[src/rtl/etm_pkg.sv]
`timescale 1ns / 1ps
// ----------------------------------------------------------------------------
// etm_pkg
// shared types and constants of the execution time monitor
// ----------------------------------------------------------------------------
package etm_pkg;

  localparam logic [1:0] CMD_START  = 2'd0;
  localparam logic [1:0] CMD_END    = 2'd1;
  localparam logic [1:0] CMD_REPORT = 2'd2;

  localparam logic [31:0] MIN_RESET_VALUE = 32'd20000000;
  localparam int unsigned MAX_LINES = 16;

  // transaction carried from the front part to the back part
  typedef struct packed {
    logic [1:0]  cmd;
    logic [5:0]  pid;
    logic [31:0] stamp;
  } etm_op_t;

endpackage

[src/rtl/etm_front.sv]
`timescale 1ns / 1ps
// ----------------------------------------------------------------------------
// etm_front
// accepts transactions, drops unused ones, and queues the rest
// ----------------------------------------------------------------------------
module etm_front #(
  parameter int unsigned NumProcesses = 16
) (
  input  logic             clk_i,
  input  logic             rst_ni,
  input  logic             valid_i,
  output logic             stall_o,
  input  logic [1:0]       command_i,
  input  logic [3:0]       process_id_i,
  input  logic [31:0]      timestamp_i,
  output logic             op_valid_o,
  input  logic             op_pop_i,
  output etm_pkg::etm_op_t op_o
);
  import etm_pkg::*;

  localparam int unsigned Depth = 2;

  etm_op_t     fifo_q [Depth];
  logic        wptr_q, rptr_q;
  logic [1:0]  cnt_q;
  logic        accept, keep;

  assign stall_o = (cnt_q == 2'(Depth));
  assign accept  = valid_i && !stall_o;
  // starts and ends of processes out of range and the unused command do nothing
  always_comb begin
    keep = 1'b0;
    case (command_i)
      CMD_START, CMD_END: keep = (32'(process_id_i) < NumProcesses);
      CMD_REPORT:         keep = 1'b1;
      default:            keep = 1'b0;
    endcase
  end

  assign op_valid_o = (cnt_q != 2'd0);
  assign op_o       = fifo_q[rptr_q];

  always_ff @(posedge clk_i) begin
    if (accept && keep) begin
      fifo_q[wptr_q].cmd   <= command_i;
      fifo_q[wptr_q].pid   <= {2'b00, process_id_i};
      fifo_q[wptr_q].stamp <= timestamp_i;
    end
  end

  always_ff @(posedge clk_i or negedge rst_ni) begin
    if (!rst_ni) begin
      wptr_q <= 1'b0;
      rptr_q <= 1'b0;
      cnt_q  <= 2'd0;
    end else begin
      if (accept && keep) begin
        wptr_q <= ~wptr_q;
      end
      if (op_pop_i) begin
        rptr_q <= ~rptr_q;
      end
      cnt_q <= cnt_q + 2'(accept && keep) - 2'(op_pop_i);
    end
  end
endmodule

[config.mk]
export PLATFORM = sky130hd
export DESIGN_NAME = etm_front
export DESIGN_NICKNAME = d
export VERILOG_FILES = /design/src/rtl/etm_pkg.sv /design/src/rtl/etm_front.sv
export SDC_FILE = /design/constraint.sdc
export NUM_CORES = 1
export LEC_CHECK = 0
export BUFFER_PORTS_ARGS = -buffer_cell sky130_fd_sc_hd__buf_2
export CORE_AREA = 2 2 80 82
export DETAILED_ROUTE_END_ITERATION = 10
export DIE_AREA = 0 0 82 84
export PLACE_DENSITY = 0.77
export REMOVE_ABC_BUFFERS = 1
export SYNTH_ARGS = -nofsm -noshare
export SYNTH_HDL_FRONTEND = slang
export SYNTH_SLANG_ARGS = --single-unit
export TNS_END_PERCENT = 20
[constraint.sdc]
create_clock -name clk_i -period 4 [get_ports clk_i]
set_clock_uncertainty 0.15 [all_clocks]
set_input_delay 0.6 -clock clk_i [delete_from_list [all_inputs] [get_ports clk_i]]
set_output_delay 0.6 -clock clk_i [all_outputs]
set_load 0.05 [all_outputs]
# Word level (Yosys, flattened, before mapping)
# Memories as Yosys holds them, arrays and structs flattened.
# Index checks and enable logic that the tools add are counted.
[word_totals]
register_bits = 4
ram_bits = 76
inputBits = 42
output_inout_bits = 42
elab_cells = 20
memories = 1
[memory_table]
columns = ["name", "depth", "word_bits", "rd", "rd_ports_with_merged_regs", "wr", "line", "text"]
rows = [
  ["fifo_q", 2, 38, 1, 0, 1, "etm_front.sv:24", "etm_op_t fifo_q [Depth];"],
]
[op_classes]
add_sub_neg = 2
n_eq_ne = 3
muxes = 3
n_bitwise = 2
reduce_logical = 6
[ops]
columns = ["op", "n"]
rows = [
  ["$eq 2x2->1 const B", 2],
  ["$mux 1", 3],
  ["$reduce_or 3->1", 1],
  ["$add 2x1->2", 1],
  ["$eq 2x1->1 const B", 1],
  ["$logic_and 1x1->1", 2],
  ["$logic_not 2->1", 1],
  ["$not 1->1", 2],
  ["$reduce_bool 2->1", 1],
  ["$sub 2x1->2", 1],
  ["$logic_not 1->1", 1],
]

# Longest topological paths before layout
[depth]
word_depth = 6
depth_mapped = 7
ltp_nobuf = 7

# Worst setup path after synthesis
# OpenSTA, ideal clock, no wires.
[synth_path]
kind = "reg-to-reg"
start = "register cnt_q[1]"
end = "memory fifo_q[0][0] in the netlist's numbering, enable pin"
setup_time_ns = 0.433
arrival_time_ns = 2.580
t_required_ns = 3.417
slack_ns = 0.836
stages_incl_launch_ff = 4
n_path_buf = 0
synth_period_minus_slack_ns = 3.164
cell_sequence = "dfrtp_1 and2b_1 nand3b_4 nor2_1"
[synth_via]
elab_chain_len = 6
[synth_lines]
columns = ["item", "line", "text"]
rows = [
  ["start: declaration", "etm_front.sv:26", "logic [1:0] cnt_q;"],
  ["start signal: assignment", "etm_front.sv:64", "cnt_q <= cnt_q + 2'(accept && keep) - 2'(op_pop_i);"],
  ["$eq 2x2->1", "etm_front.sv:29", "assign stall_o = (cnt_q == 2'(Depth));"],
  ["via stall_o", "etm_front.sv:12", "output logic stall_o,"],
  ["$logic_not 1->1", "etm_front.sv:30", "assign accept = valid_i && !stall_o;"],
  ["$logic_and 1x1->1", "etm_front.sv:30", ""],
  ["$logic_and 1x1->1", "etm_front.sv:45", "if (accept && keep) begin"],
  ["$mux 1", "etm_front.sv:45", ""],
  ["$mux 1 (not written as such)", "etm_front.sv:48", "fifo_q[wptr_q].stamp <= timestamp_i;"],
  ["end: declaration", "etm_front.sv:24", ""],
]
# The timed path passes the listed nets, and every way through them passes these cells.

==> results by group <==
Detailed routing
  • Detailed Routing Iterations Pass 1: 4
  • Final ANT Viol Nets: 0
  • Vias per std cell: 4.85
  • Wire length per cell: 14.9 um
  • Drt total wl: 4590 um
  • Via count: 1,500
  • Starting DRT DRC Count: 96
  • DRC: 0

Cells and area
  • Share of post-route cells with drive strength above 1: 58.6%
  • Fin util: 60.4%
  • Nets: 272
  • Non-filler instance count after layout: 309
  • Area Overhead vs Synth: 21.8%
  • Number of diodes: 0

Clock network
  • TritonCTS clock tree: yes
  • Clk root buf: clkbuf_8
  • Clk slew on worst S/H paths: 0.07 ns
  • Cts repair resizes: 0
  • CTS sink count: 80
  • Depth of the CTS H-tree: 3
  • Clock latency on the worst-skew pair: 0.33 ns
  • CTS buffer count: 9
  • Clk buf depth: 2

GRT
  • Antenna violations before repair: 0
  • Grt total ovfl: 0
  • Global Route Usage Sum: 14.4%
  • Vias in the first global route: 1,538
  • Largest net degree at the start of global routing: 40
  • First-pass GRT wire length: 7060 um

Synthesis
  • Seq cells post-synth: 80
  • Sequential fraction of the synthesis area: 78.9%
  • Mapped Avg Cell Area: 21.7 sq um
  • Asr flop ratio synth: 5.00%
  • Synth Flop Type: edfxtp_1
  • Syn. warnings: 0
  • Synth area leaders: edfxtp_1 76%, mux2_2 10%, mux2_4 5.0%
  • EDFF count, synth: 76
  • Share of the synthesized area in the top cell type: 75.6%
  • Distinct cell type count after synthesis: 17
  • Post-Syn Instances: 139
  • Synthesized area: 3020 sq um
  • Area leader, netlist: edfxtp_1
  • Synth top cells by count: 76 x edfxtp_1, 28 x mux2_2, 10 x mux2_4
  • Most instantiated library cell after synthesis: edfxtp_1

STA
  • Worst-Margin Slew: 1.08 ns
  • Setup ws final: 1.25 ns
  • Clock period minus worst slack: 2.75 ns
  • Final period util: 68.7%
  • Setup tns final: 0 ns
  • Final Hold Vio Count: 0
  • RSZ-0062 raised after global routing: no
  • Rel. slew slack: 27.7%
  • # setup viols final: 0
  • Maximum clock rate: 0.364 GHz
  • Max Slew Vio Count: 0

Die
  • Die span in y: 84 um
  • Initial core utilization: 49.5%
  • # IOs: 84
  • Core region area: 6100 sq um
  • Die Area: 6890 sq um
  • Die W: 82 um
  • Row count: 29

Outcome
  • Run status: completed

Setup path
  • CP Capture Type: output pin
  • Reg2Reg Depth: 4
  • Crit path max-delay family: flip-flops
  • Buffers & Inverters on Critical Path: 1
  • CP Launch Type: flop
  • Worst Path Arrival: 2.00 ns
  • Instance count on the critical path: 2
  • WP data required: 3.25 ns
  • Slowest cell on the critical path: dfrtp_2
  • Worst Path Max Fanout: 39
  • CP Class: flop to output pin
  • Cell Chain, Critical Path: mux2_2 -> buf_2
  • Largest stage delay on the critical path: 1.00 ns

Worst hold path
  • Worst hold path depth: 1
  • HP Class: input port to flop

Power
  • Peak supply drop: 0.531 mV
  • Leak Pwr: 1.42 nW
  • Pwr Density: 799 nW/um^2

Placed design
  • DP Wirelength: 3020 um
  • IO Port Bufs: 81
  • GPL Wtd Cong: 0.657
  • Place WS: 1.59 ns
  • Placed insts: 293

Job
  • Max-Cap Viols: 0
cells in the final DEF (no fill, tap or decap), drive strengths merged, types with 2 or more instances in the layout:
cell    count
buf        82
edfxtp     76
mux2       38
clkbuf     10
dfrtp       4
xnor2       3
clkinv      3
inv         2
nor2        2
ha          2
conb        2
what timing repair did:
action | CTS | global route
hold buffers | 1 | 0
hold endpoints to repair | 4 | 0
setup buffers | 0 | 0
registers in the layout (all words and copies together), names as in the netlist:
name / flops
wptr_q: 1
fifo_q: 76
rptr_q: 1
cnt_q: 2
routing by layer:
metal | vias to the layer above | global-route usage, % | share of wire (%)
li1 | 708 | - | -
met3 | 10 | 5.30 | 6.6
met2 | 52 | 23.8 | 53
met5 | - | 0 | 0
met4 | 0 | 7.73 | 2.6
met1 | 730 | 15.8 | 38
power breakdown:
group | internal (mW) | switching, mW
Combinational | 0.368 | 0.804
Clock | 0.279 | 0.260
Sequential | 1.10 | 0.128
kinds of logic (layout without fill, tap and decap cells):
logic type	after synthesis	in the layout	share of synthesized area, %
and+or+nand+nor	6	6	1.49
buffers and inverters	8	100	2.11
muxes	38	38	15.4
DFF	80	80	78.9
other	1	2	0.124
xor gates and xnor gates	4	4	1.16
adders and majority gates	2	2	0.828
path summary, 6_finish.rpt:
path                                 from       endpoint  slack [ns]
min reg2reg                      cnt_q[0]       cnt_q[0]        0.38
min                        timestamp_i[1]   fifo_q[0][1]        0.30
min in group asynchronous          rst_ni       cnt_q[0]        0.44
max                                rptr_q        op_o[7]        1.25
max in group asynchronous          rst_ni         rptr_q        3.12
max reg2reg                      cnt_q[1]  fifo_q[1][13]        1.81
stage by stage:
| stage | hold WS (ns) | total power [mW] | cell area (sq um) |
|---|---|---|---|
| final | 0.299 | 2.94 | 3680 |
| after global routing | 0.277 | 3.08 | 3680 |
| after CTS | 0.273 | 2.98 | 3680 |
| after detailed placement | 0.263 | 2.44 | 3490 |
| after global placement | 0.260 | 2.42 | 3490 |
| after floorplan | 0.154 | 2.18 | 2970 |
worst reg2reg max path: stages (launching register included):
cell and delay [ns]:
dfrtp_1 0.41, and2b_1 0.18, nand3b_4 0.20, nor2_4 0.59, buf_4 0.36
layout make-up:
type	instances	area, sq um
inverter	2	7.51
clock inverter	5	48.8
timing repair buffer	83	423
tap	77	96.3
sequential	80	2380
multi-input combinational	52	593
fill	479	2420
clock buffer	10	128
No activity file was read; power rests on OpenSTA's default activity.
